### config.mk
export PLATFORM = sky130hd
export DESIGN_NAME = weekly_alarm_table_matcher_core
export DESIGN_NICKNAME = d
export VERILOG_FILES = /design/src/rtl/watm_pkg.sv /design/src/rtl/watm_mem.sv /design/src/rtl/watm_tick_eval.sv /design/src/rtl/weekly_alarm_table_matcher_core.sv
export SDC_FILE = /design/constraint.sdc
export NUM_CORES = 1
export LEC_CHECK = 0
export ABC_AREA = 1
export BUFFER_PORTS_ARGS = -buffer_cell sky130_fd_sc_hd__buf_2
export CORE_AREA = 2 2 193 195
export DETAILED_ROUTE_END_ITERATION = 8
export DIE_AREA = 0 0 195 197
export MAX_ROUTING_LAYER = met4
export PLACE_DENSITY_LB_ADDON = 0.15
export SETUP_SLACK_MARGIN = 0.1
export SYNTH_ARGS = -nofsm -noshare
export SYNTH_HDL_FRONTEND = slang
export SYNTH_HIERARCHICAL = 1
export SYNTH_SLANG_ARGS = --single-unit
### constraint.sdc
create_clock -name clk -period 7.2 [get_ports clk]
set_input_delay 1.08 -clock clk [delete_from_list [all_inputs] [get_ports clk]]
set_output_delay 1.08 -clock clk [all_outputs]
set_load 0.02 [all_outputs]
### src/rtl/watm_pkg.sv
// ----------------------------------------------------------------------------
// watm_pkg
// Shared types and codes for the weekly alarm table matcher: the layout of
// one table entry, the tick context and the operation and status codes.
// ----------------------------------------------------------------------------
package watm_pkg;

    localparam logic [2:0] OP_TICK   = 3'd0;
    localparam logic [2:0] OP_ADD    = 3'd1;
    localparam logic [2:0] OP_UPDATE = 3'd2;
    localparam logic [2:0] OP_DELETE = 3'd3;
    localparam logic [2:0] OP_TOGGLE = 3'd4;
    localparam logic [2:0] OP_STOP   = 3'd5;
    localparam logic [2:0] OP_READ   = 3'd6;
    localparam logic [2:0] OP_NOP    = 3'd7;

    localparam logic [1:0] ST_OK    = 2'd0;
    localparam logic [1:0] ST_RANGE = 2'd1;
    localparam logic [1:0] ST_FULL  = 2'd2;

    localparam logic [2:0] NO_DAY = 3'd7;

    typedef struct packed {
        logic [4:0] hour;
        logic [5:0] minute;
        logic [6:0] days;
        logic       enabled;
        logic       done;
    } entry_t;

    typedef struct packed {
        logic       clear_done;
        logic [2:0] weekday;
        logic [4:0] hour;
        logic [5:0] minute;
    } tick_ctx_t;

endpackage

### src/rtl/watm_mem.sv
// ----------------------------------------------------------------------------
// watm_mem
// Alarm table storage: one write port and one read port, with the read data
// registered so that it appears in the cycle after the read request.
// ----------------------------------------------------------------------------
module watm_mem #(
    parameter int DEPTH = 16,
    parameter int AW    = 4
) (
    input  logic              clk,
    input  logic              we,
    input  logic [AW-1:0]     waddr,
    input  watm_pkg::entry_t  wdata,
    input  logic              re,
    input  logic [AW-1:0]     raddr,
    output watm_pkg::entry_t  rdata
);

    watm_pkg::entry_t mem_array [DEPTH];
    watm_pkg::entry_t rdata_reg;

    always_ff @(posedge clk)
    begin
        if (we)
        begin
            mem_array[waddr] <= wdata;
        end
    end

    always_ff @(posedge clk)
    begin
        if (re)
        begin
            rdata_reg <= mem_array[raddr];
        end
    end

    assign rdata = rdata_reg;

endmodule

### src/rtl/watm_tick_eval.sv
// ----------------------------------------------------------------------------
// watm_tick_eval
// Applies one tick to one table entry: clears the fired-today flag on a new
// weekday, then checks the entry against the current weekday and time and
// marks it when it fires.
// ----------------------------------------------------------------------------
module watm_tick_eval (
    input  watm_pkg::tick_ctx_t ctx,
    input  logic                match_en,
    input  watm_pkg::entry_t    entry_in,
    output watm_pkg::entry_t    entry_out,
    output logic                hit
);

    watm_pkg::entry_t ent;
    logic [6:0]       day_bits;

    always_comb
    begin
        ent = entry_in;
        if (ctx.clear_done)
        begin
            ent.done = 1'b0;
        end
        // A weekday of seven shifts every mask bit out, so it never matches.
        day_bits = ent.days >> ctx.weekday;
        hit = match_en && ent.enabled && !ent.done && day_bits[0]
              && (ent.hour == ctx.hour) && (ent.minute == ctx.minute);
        if (hit)
        begin
            ent.done = 1'b1;
        end
        entry_out = ent;
    end

endmodule

### src/rtl/weekly_alarm_table_matcher_core.sv
// ----------------------------------------------------------------------------
// weekly_alarm_table_matcher_core
// Weekly alarm table with tick matching, add, update, delete with compaction,
// enable toggle, stop ringing and entry read, built around one table memory.
//
//   Channel   Handshake          Payload
//   command   start / busy       op, slot, set_hour, set_minute, day_mask,
//                                time_valid, now_weekday, now_hour, now_minute
//   result    done (one cycle)   status, fired, fired_slot, ringing,
//                                entry_count, read_hour, read_minute,
//                                read_days, read_enabled, read_done_today
//
// Transactions that walk no entry finish at once: done is high in the cycle
// after acceptance and busy never rises. The others walk N > 0 entries, one read
// a cycle, each write-back in the cycle after its read: busy falls as done rises.
// A tick walks all held entries (none on invalid time, an empty table or a ring
// on the same weekday), a delete those above the slot, update, toggle and read one.
// After reset the table is empty and accepts at once; the receiver cannot stall.
// ----------------------------------------------------------------------------
module weekly_alarm_table_matcher_core #(
    parameter int MAX_ENTRIES = 16
) (
    input  logic       clk,
    input  logic       rst_n,
    input  logic       start,
    output logic       busy,
    input  logic [2:0] op,
    input  logic [3:0] slot,
    input  logic [4:0] set_hour,
    input  logic [5:0] set_minute,
    input  logic [6:0] day_mask,
    input  logic       time_valid,
    input  logic [2:0] now_weekday,
    input  logic [4:0] now_hour,
    input  logic [5:0] now_minute,
    output logic       done,
    output logic [1:0] status,
    output logic       fired,
    output logic [3:0] fired_slot,
    output logic       ringing,
    output logic [4:0] entry_count,
    output logic [4:0] read_hour,
    output logic [5:0] read_minute,
    output logic [6:0] read_days,
    output logic       read_enabled,
    output logic       read_done_today
);

    localparam int IDX_W = (MAX_ENTRIES > 1) ? $clog2(MAX_ENTRIES) : 1;
    localparam int CNT_W = $clog2(MAX_ENTRIES + 1);

    typedef enum logic [0:0] {S_IDLE, S_WALK} state_t;

    state_t               state_reg, state_next;
    logic [CNT_W-1:0]     count_reg, count_next;
    logic [2:0]           last_day_reg, last_day_next;
    logic                 ring_reg, ring_next;
    logic [2:0]           op_reg, op_next;
    watm_pkg::entry_t     set_reg, set_next;
    watm_pkg::tick_ctx_t  ctx_reg, ctx_next;
    logic [CNT_W-1:0]     rd_ptr_reg, rd_ptr_next;
    logic [IDX_W-1:0]     last_reg, last_next;
    logic                 issue_reg, issue_next;
    logic                 pend_reg, pend_next;
    logic [IDX_W-1:0]     pend_addr_reg, pend_addr_next;
    logic                 done_reg, done_next;
    logic [1:0]           status_reg, status_next;
    logic                 fired_reg, fired_next;
    logic [3:0]           fslot_reg, fslot_next;
    watm_pkg::entry_t     read_reg, read_next;

    logic                 accept;
    logic                 slot_ok;
    logic                 day_change;
    logic                 mem_we;
    logic [IDX_W-1:0]     mem_waddr;
    watm_pkg::entry_t     mem_wdata;
    logic                 mem_re;
    logic [IDX_W-1:0]     mem_raddr;
    watm_pkg::entry_t     mem_rdata;
    watm_pkg::entry_t     tick_entry;
    logic                 tick_hit;

    watm_mem #(
        .DEPTH (MAX_ENTRIES),
        .AW    (IDX_W)
    ) u_mem (
        .clk   (clk),
        .we    (mem_we),
        .waddr (mem_waddr),
        .wdata (mem_wdata),
        .re    (mem_re),
        .raddr (mem_raddr),
        .rdata (mem_rdata)
    );

    watm_tick_eval u_tick_eval (
        .ctx       (ctx_reg),
        .match_en  (!ring_reg),
        .entry_in  (mem_rdata),
        .entry_out (tick_entry),
        .hit       (tick_hit)
    );

    assign accept     = start && (state_reg == S_IDLE);
    assign slot_ok    = (8'(slot) < 8'(count_reg));
    assign day_change = (last_day_reg != now_weekday);

    always_comb
    begin
        state_next     = state_reg;
        count_next     = count_reg;
        last_day_next  = last_day_reg;
        ring_next      = ring_reg;
        op_next        = op_reg;
        set_next       = set_reg;
        ctx_next       = ctx_reg;
        rd_ptr_next    = rd_ptr_reg;
        last_next      = last_reg;
        issue_next     = issue_reg;
        pend_next      = 1'b0;
        pend_addr_next = pend_addr_reg;
        done_next      = 1'b0;
        status_next    = status_reg;
        fired_next     = fired_reg;
        fslot_next     = fslot_reg;
        read_next      = read_reg;
        mem_we         = 1'b0;
        mem_waddr      = pend_addr_reg;
        mem_wdata      = mem_rdata;
        mem_re         = 1'b0;
        mem_raddr      = rd_ptr_reg[IDX_W-1:0];

        case (state_reg)
            S_IDLE:
            begin
                if (accept)
                begin
                    op_next     = op;
                    set_next    = '{hour: set_hour, minute: set_minute, days: day_mask,
                                    enabled: 1'b1, done: 1'b0};
                    status_next = watm_pkg::ST_OK;
                    fired_next  = 1'b0;
                    fslot_next  = '0;
                    read_next   = '0;
                    done_next   = 1'b1;
                    case (op)
                        watm_pkg::OP_TICK:
                        begin
                            if (time_valid)
                            begin
                                last_day_next = now_weekday;
                                ctx_next = '{clear_done: day_change, weekday: now_weekday,
                                             hour: now_hour, minute: now_minute};
                                if ((count_reg != '0) && (day_change || !ring_reg))
                                begin
                                    rd_ptr_next = '0;
                                    last_next   = IDX_W'(count_reg - CNT_W'(1));
                                    issue_next  = 1'b1;
                                    state_next  = S_WALK;
                                    done_next   = 1'b0;
                                end
                            end
                        end
                        watm_pkg::OP_ADD:
                        begin
                            if (count_reg >= CNT_W'(MAX_ENTRIES))
                            begin
                                status_next = watm_pkg::ST_FULL;
                            end
                            else
                            begin
                                mem_we     = 1'b1;
                                mem_waddr  = count_reg[IDX_W-1:0];
                                mem_wdata  = '{hour: set_hour, minute: set_minute,
                                               days: day_mask, enabled: 1'b1, done: 1'b0};
                                count_next = count_reg + CNT_W'(1);
                            end
                        end
                        watm_pkg::OP_UPDATE, watm_pkg::OP_TOGGLE, watm_pkg::OP_READ:
                        begin
                            if (!slot_ok)
                            begin
                                status_next = watm_pkg::ST_RANGE;
                            end
                            else
                            begin
                                rd_ptr_next = CNT_W'(slot);
                                last_next   = IDX_W'(slot);
                                issue_next  = 1'b1;
                                state_next  = S_WALK;
                                done_next   = 1'b0;
                            end
                        end
                        watm_pkg::OP_DELETE:
                        begin
                            if (!slot_ok)
                            begin
                                status_next = watm_pkg::ST_RANGE;
                            end
                            else if ((CNT_W'(slot) + CNT_W'(1)) == count_reg)
                            begin
                                count_next = count_reg - CNT_W'(1);
                            end
                            else
                            begin
                                rd_ptr_next = CNT_W'(slot) + CNT_W'(1);
                                last_next   = IDX_W'(count_reg - CNT_W'(1));
                                issue_next  = 1'b1;
                                state_next  = S_WALK;
                                done_next   = 1'b0;
                            end
                        end
                        watm_pkg::OP_STOP:
                        begin
                            ring_next = 1'b0;
                        end
                        default:
                        begin
                        end
                    endcase
                end
            end
            S_WALK:
            begin
                if (issue_reg)
                begin
                    mem_re         = 1'b1;
                    pend_next      = 1'b1;
                    pend_addr_next = rd_ptr_reg[IDX_W-1:0];
                    if (rd_ptr_reg[IDX_W-1:0] == last_reg)
                    begin
                        issue_next = 1'b0;
                    end
                    else
                    begin
                        rd_ptr_next = rd_ptr_reg + CNT_W'(1);
                    end
                end
                if (pend_reg)
                begin
                    case (op_reg)
                        watm_pkg::OP_TICK:
                        begin
                            mem_we    = 1'b1;
                            mem_wdata = tick_entry;
                            if (tick_hit)
                            begin
                                ring_next  = 1'b1;
                                fired_next = 1'b1;
                                fslot_next = 4'(pend_addr_reg);
                            end
                        end
                        watm_pkg::OP_DELETE:
                        begin
                            mem_we    = 1'b1;
                            mem_waddr = pend_addr_reg - IDX_W'(1);
                        end
                        watm_pkg::OP_UPDATE:
                        begin
                            mem_we           = 1'b1;
                            mem_wdata.hour   = set_reg.hour;
                            mem_wdata.minute = set_reg.minute;
                            mem_wdata.days   = set_reg.days;
                        end
                        watm_pkg::OP_TOGGLE:
                        begin
                            mem_we            = 1'b1;
                            mem_wdata.enabled = !mem_rdata.enabled;
                        end
                        watm_pkg::OP_READ:
                        begin
                            read_next = mem_rdata;
                        end
                        default:
                        begin
                        end
                    endcase
                    if (!issue_reg)
                    begin
                        if (op_reg == watm_pkg::OP_DELETE)
                        begin
                            count_next = count_reg - CNT_W'(1);
                        end
                        state_next = S_IDLE;
                        done_next  = 1'b1;
                    end
                end
            end
            default:
            begin
                state_next = S_IDLE;
            end
        endcase
    end

    always_ff @(posedge clk or negedge rst_n)
    begin
        if (!rst_n)
        begin
            state_reg     <= S_IDLE;
            count_reg     <= '0;
            last_day_reg  <= watm_pkg::NO_DAY;
            ring_reg      <= 1'b0;
            op_reg        <= watm_pkg::OP_TICK;
            set_reg       <= '0;
            ctx_reg       <= '0;
            rd_ptr_reg    <= '0;
            last_reg      <= '0;
            issue_reg     <= 1'b0;
            pend_reg      <= 1'b0;
            pend_addr_reg <= '0;
            done_reg      <= 1'b0;
            status_reg    <= watm_pkg::ST_OK;
            fired_reg     <= 1'b0;
            fslot_reg     <= '0;
            read_reg      <= '0;
        end
        else
        begin
            state_reg     <= state_next;
            count_reg     <= count_next;
            last_day_reg  <= last_day_next;
            ring_reg      <= ring_next;
            op_reg        <= op_next;
            set_reg       <= set_next;
            ctx_reg       <= ctx_next;
            rd_ptr_reg    <= rd_ptr_next;
            last_reg      <= last_next;
            issue_reg     <= issue_next;
            pend_reg      <= pend_next;
            pend_addr_reg <= pend_addr_next;
            done_reg      <= done_next;
            status_reg    <= status_next;
            fired_reg     <= fired_next;
            fslot_reg     <= fslot_next;
            read_reg      <= read_next;
        end
    end

    assign busy            = (state_reg != S_IDLE);
    assign done            = done_reg;
    assign status          = status_reg;
    assign fired           = fired_reg;
    assign fired_slot      = fslot_reg;
    assign ringing         = ring_reg;
    assign entry_count     = 5'(count_reg);
    assign read_hour       = read_reg.hour;
    assign read_minute     = read_reg.minute;
    assign read_days       = read_reg.days;
    assign read_enabled    = read_reg.enabled;
    assign read_done_today = read_reg.done;

`ifndef SYNTH
    // The table never holds more entries than it has room for.
    a_count_bound: assert property (@(posedge clk) disable iff (!rst_n)
        count_reg <= CNT_W'(MAX_ENTRIES))
        else $error("entry count exceeds table depth");

    // A write-back never targets the entry being read in the same cycle.
    a_no_rw_overlap: assert property (@(posedge clk) disable iff (!rst_n)
        (mem_we && mem_re) |-> (mem_waddr != mem_raddr))
        else $error("memory read and write hit the same entry");

    // A tick that fired an alarm reports the alarm as ringing.
    a_fired_rings: assert property (@(posedge clk) disable iff (!rst_n)
        (done_reg && fired_reg) |-> ring_reg)
        else $error("fired alarm without ringing flag");

    // A walk ends with a result strobe.
    a_walk_done: assert property (@(posedge clk) disable iff (!rst_n)
        (state_reg == S_WALK && state_next == S_IDLE) |=> done_reg)
        else $error("walk finished without a result");
`endif

endmodule
-- Word-level counts from Yosys, hierarchy flattened
Memories as Yosys holds them, arrays and structs flattened. A register that Yosys moved wholly into a read port is not among the register bits.
Cells that the tools add are included.
- latch bits: 0
- RAM bits: 320
- output and inout bits: 35
- flip-flop bits (word level): 89
- memories kept: 1
- memory bits (read-only): 0
- word-level logic and storage cells: 203
- magnitude comparators: 2
- reduce and logical (&&, ||, !) cells: 28
- equality and inequality tests: 39
- divide/modulo/power cells: 0
- shift-type cells: 1
- $add $sub $neg: 5
- multiply operators: 0
- bitwise logic cells: 1
- multiplexer cells: 100
- memory list (name ; words ; width ; rd ports ; clocked after memory_dff ; wr ports ; line ; RTL):
    u_mem.mem_array ; 16 ; 20 ; 1 ; 1 ; 1 ; watm_mem.sv:19 ; watm_pkg::entry_t mem_array [DEPTH];
- operator list (operator ; count):
    two-way mux 20 bit ; 7
    case mux 20 bit (2 select lines) ; 2
    two-way mux 5 bit ; 15
    two-way mux 4 bit ; 14
    two-way mux 1 bit ; 43
    case mux 5 bit (2 select lines) ; 3
    inequality test 3 bit (second input constant) ; 7
    two-way mux 18 bit ; 1
    inequality test 2 bit (second input constant) ; 8
    case mux 4 bit (2 select lines) ; 2
    AND reduction 8 bit ; 2
    == test 3 bit (second input constant) ; 5
    case mux 5 bit (3 select lines) ; 1
    inequality test 2 x 1 -> 1 bit (second input constant) ; 7
    == test 3 x 2 -> 1 bit (second input constant) ; 4
    case mux 1 bit (2 select lines) ; 6
    case mux 4 bit (3 select lines) ; 1
    adder 5 x 1 -> 5 bit (second input constant) ; 2
    == test 5 bit ; 2
    case mux 1 bit (3 select lines) ; 3
    AND reduction 9 bit ; 1
    AND reduction 4 bit ; 2
    OR reduction 4 bit ; 2
    logical AND 1 bit ; 7
    other kinds (25) ; 29

-- Longest topological paths before layout
- depth after elaboration: 10
- gate-level depth with buffers: 12
- gate-level depth less buffers: 12

-- By module
The synthesis kept the hierarchy.
- by module, submodules not included (module ; times used ; area each (sq um) ; cells an instance):
    watm_mem ; 1 ; 14392.6 ; 1336
    weekly_alarm_table_matcher_core ; 1 ; 5165.0 ; 694
    watm_tick_eval ; 1 ; 548.0 ; 119

-- Worst setup path after synthesis
No wires, ideal clock.
- path type: input to register
- start point: in op[1]
- end point: mem u_mem/mem_array[12][0] (netlist bit) (enable)
- library setup time: 0.397 ns
- arrival time: 3.065 ns
- buffers on the path: 1
- cell stages on the path: 10
- data required time: 6.803 ns
- path slack: 3.738 ns
- cell sequence: inv_2 -> nand2_1 -> nor2_1 -> nand3_2 -> buf_2 -> a21oi_1 -> o21ai_1 -> o21ai_0 -> nand3_1 -> nor2_1
- elaborated cells on any way between the ends: 9
- those cells by class: eq/ne (1); mux (8)
- RTL lines (item ; line ; RTL):
    from (decl) ; weekly_alarm_table_matcher_core.sv:27 ; input logic [2:0] op,
    == test 3 x 1 -> 1 bit ; weekly_alarm_table_matcher_core.sv:147 ; case (op)
    two-way mux 4 bit ; weekly_alarm_table_matcher_core.sv:147 ;
    two-way mux 4 bit ; weekly_alarm_table_matcher_core.sv:137 ; if (accept)
    case mux 4 bit (2 select lines) ; weekly_alarm_table_matcher_core.sv:134 ; case (state_reg)
    net mem_waddr[2] ; weekly_alarm_table_matcher_core.sv:76 ; logic [IDX_W-1:0] mem_waddr;
    to (decl) ; watm_mem.sv:19 ;
The timed path passes the listed nets, and every way through them passes these cells.

-- Final worst setup path
- start point: reg state_reg (netlist: busy)
- end point: mem u_mem/mem_array[6][3] (netlist bit) (enable)
- elaborated cells on any way between the ends: 8
- those cells by class: mux (6); bitwise (1); reduce/logical (1)
- RTL lines (item ; line ; RTL):
    from (decl) ; weekly_alarm_table_matcher_core.sv:54 ; state_t state_reg, state_next;
    from (signal assigned) ; weekly_alarm_table_matcher_core.sv:321 ; state_reg <= state_next;
    NOT 1 bit (no source line) ; n/a ;
    logical AND 1 bit ; weekly_alarm_table_matcher_core.sv:105 ; assign accept = start && (state_reg == S_IDLE);
    two-way mux 4 bit ; weekly_alarm_table_matcher_core.sv:137 ;
    case mux 4 bit (2 select lines) (*) ; weekly_alarm_table_matcher_core.sv:134 ;
    net mem_waddr[2] ; weekly_alarm_table_matcher_core.sv:76 ;
The timed path passes the listed nets; every way through them passes the cells marked *.

==> results.py <==
metrics = {
    "run_status": {
        "outcome": "complete, no violations",
    },
    "clock_network": {
        "ctsResizeCount": 0,
        "tritoncts.num_buffers": 46,
        "clockRootBuffer": "clkbuf_16",
        "cts_max_level": 2,
        "post_cts_buffers": 0,
        "cts_tree": "yes",
        "clk_pin_slew_ns": 0.06,
        "cts.hold.buffers_added": 0,
        "cts_sinks": 428,
        "cts_buffer_depth": 3,
        "clk_latency_ns": 0.56,
    },
    "floorplan": {
        "ios": 78,
        "floorplan.core_area_um2": 36260,
        "die_width_um": 195,
        "fp.dieH_um": 197,
        "start_util": 0.5545,
        "die_area_um2": 38420,
        "row_count": 70,
    },
    "routing": {
        "antenna_left": 0,
        "first_pass_iters": 5,
        "vias": 14710,
        "wirelength_mm": 51.23,
        "wl_per_cell_um": 19.06,
        "drt-initial-drc-count": 1422,
        "vias_per_cell": 5.474,
        "drc": 0,
    },
    "synth": {
        "syn-mean-instance-area_um2": 9.356,
        "synth_area_um2": 20110,
        "seq_area_frac_synth": 0.6175,
        "synthAdderAreaFrac": 0.005601,
        "syn-num-nets": 2201,
        "muxShareOfSynthArea": 0,
        "synth_seq_cells": 428,
        "yosys_warnings": 6,
        "synth_top_family_by_area": "simple AND/OR/NAND/NOR gates",
        "synth_compound_area_frac": 0.04848,
        "synth-main-ff-cell": "edfxtp_1",
        "yosysUniqueCellTypes": 42,
        "synth_edf_count": 340,
        "synth-async-reset-ratio": 0.2056,
        "synthCells": 2149,
        "yosys.area_share.simple": 0.2235,
        "synthXorXnorAreaFrac": 0.006534,
    },
    "critical_path": {
        "crit_path_cell_trace": "inv_4 > nand2_4 > inv_2 > nand3_2 > a21oi_1 > o21ai_1 > o21ai_0 > nand3b_1 > nor2_2 > buf_4",
        "cp_slowest_stage_delay_ns": 0.68,
        "r2r-start": "busy",
        "crit_path_max_fanout": 55,
        "start_kind": "register",
        "crit_path_end_kind": "register",
        "required_ns": 7.44,
        "cp_slowest_cell": "nand3_2",
        "path_class": "reg -> reg",
        "cp.arrival_ns": 4.57,
        "crit_path_start": "busy",
        "crit_buf_inv": 3,
        "critical-path-top-delay-family": "simple AND/OR/NAND/NOR gates",
    },
    "placed_design": {
        "gp_congestion": 0.8852,
        "placed_cells": 2603,
        "dp_hpwl_mm": 30.96,
        "io_buffers": 77,
        "place_ws_ns": 2.506,
        "place_area_um2": 20670,
    },
    "cells_and_area": {
        "largest_reg_flops": 320,
        "mostFrequentLayoutCells": "nand2_1 (655), edfxtp_1 (340), inv_1 (329)",
        "layout-drive-gt1-share": 0.09955,
        "final_nets": 2235,
        "final_core_util": 0.6087,
        "n_fill_cell": 3120,
        "design_area_um2": 22070,
        "diodes": 0,
        "syn2layout_area_growth_pct": 9.777,
        "layout_commonest_cell": "nand2_1",
        "final_cells": 2688,
    },
    "sta": {
        "grt_setup_unrepaired": "no",
        "slew_headroom": 0.1367,
        "final-max-slew-violation-count": 0,
        "skew_ns": 0.01690,
        "finalSetupTns_ns": 0,
        "finalWorstSetupSlack_ns": 2.863,
        "final_hold_viol_count": 0,
        "final.min_clock_period_ns": 4.337,
        "timing.final.crit_share": 0.6024,
        "setup_viol": 0,
        "hold-worst-slack_ns": 0.3743,
        "fmax_ghz": 0.2306,
        "worst_pin_slew_ns": 1.295,
    },
    "pwr": {
        "powerDensity_nw_per_um2": 423.5,
        "ir_worst_vdd_mv": 0.2253,
        "power_mw": 9.346,
        "power.static_leakage_nw": 9.808,
    },
    "min_path": {
        "hold_path.class": "in -> async",
    },
    "global_routing": {
        "grt_pass1_vias": 14010,
        "grt_max_degree": 91,
        "grt_pass1_wl_mm": 80.20,
        "grt_overflow": 0,
        "gr-usage-all-layers": 0.2813,
        "antenna_found_initial": 1,
    },
    "run": {
        "maxCapViolCount": 0,
    },
}
==> layer usage <==
| metal | vias to the layer above | wire, um | part of all wire | track usage |
|---|---|---|---|---|
| li1 | 7050 | - | - | - |
| met2 | 617 | 24130 | 0.47 | 0.4472 |
| met4 | 0 | 1047 | 0.020 | 0.07351 |
| met5 | - | 0 | 0 | - |
| met3 | 82 | 4091 | 0.080 | 0.03850 |
| met1 | 6964 | 21970 | 0.43 | 0.3861 |
==> kinds of logic (layout without fill, tap and decap cells) <==
group / count (synthesis) / in the layout
and+or+nand+nor: 1049 / 1049
buffers and inverters: 464 / 535
DFF: 428 / 428
AOI/OAI and AO/OA: 184 / 184
xor gates and xnor gates: 15 / 15
adders and majority gates: 9 / 9
==> path summary, 6_finish.rpt <==
path	endpoint	slack (ns)	depth (start not counted)
hold / removal	entry_count[4]	0.37	1
hold reg to reg	last_day_reg[0]	0.48	2
setup / recovery	u_mem/mem_array[6][3]	2.86	10
max in group asynchronous	busy	5.56	2
setup reg to reg	u_mem/mem_array[6][3]	2.86	10
min in group clk	last_day_reg[0]	0.48	2
==> worst register-to-register path: cells and delay by family (launching register included) <==
kind / cells / cell delay [ns]
and+or+nand+nor: 4 / 2.04
buffers and inverters: 3 / 0.88
AOI/OAI and AO/OA: 3 / 0.68
DFF: 1 / 0.42
==> layout make-up <==
type | instances | area (um2) | area share
well taps | 468 | 585.6 | 0.02653
repair buffers | 107 | 613.1 | 0.02778
flip-flops and latches | 428 | 12420 | 0.5629
clock buffers | 60 | 1246 | 0.05646
inverters | 343 | 1292 | 0.05856
multi-input cells | 1257 | 5758 | 0.2609
clock inverters | 25 | 152.6 | 0.006916
==> cell usage after synthesis (2+ instances only) <==
cell type	n	area share
a21oi_1	51	0.013
buf_1	5	0.00093
buf_2	41	0.010
buf_4	22	0.0082
buf_6	13	0.0073
clkbuf_1	40	0.0075
dfrtp_1	85	0.11
dfstp_2	3	0.0039
edfxtp_1	340	0.51
ha_1	9	0.0056
inv_1	329	0.061
inv_2	11	0.0021
inv_4	2	0.00062
nand2_1	655	0.12
nand3_1	308	0.077
nand3_2	4	0.0020
nand3b_1	2	0.00075
nand4_1	29	0.0090
nor2_1	41	0.0077
nor3_1	2	0.00050
o211ai_1	2	0.00075
o21ai_0	97	0.024
o21ai_1	22	0.0055
o21ai_2	4	0.0017
o31ai_1	2	0.00075
xnor2_1	9	0.0039
xor2_1	6	0.0026
==> report_power, final <==
part	total, mW	switching [mW]	internal [mW]
Clock	2.20	0.945	1.26
Combinational	3.18	2.35	0.834
Sequential	3.96	0.377	3.59
Note: power is estimated with default switching activity, not from simulation.
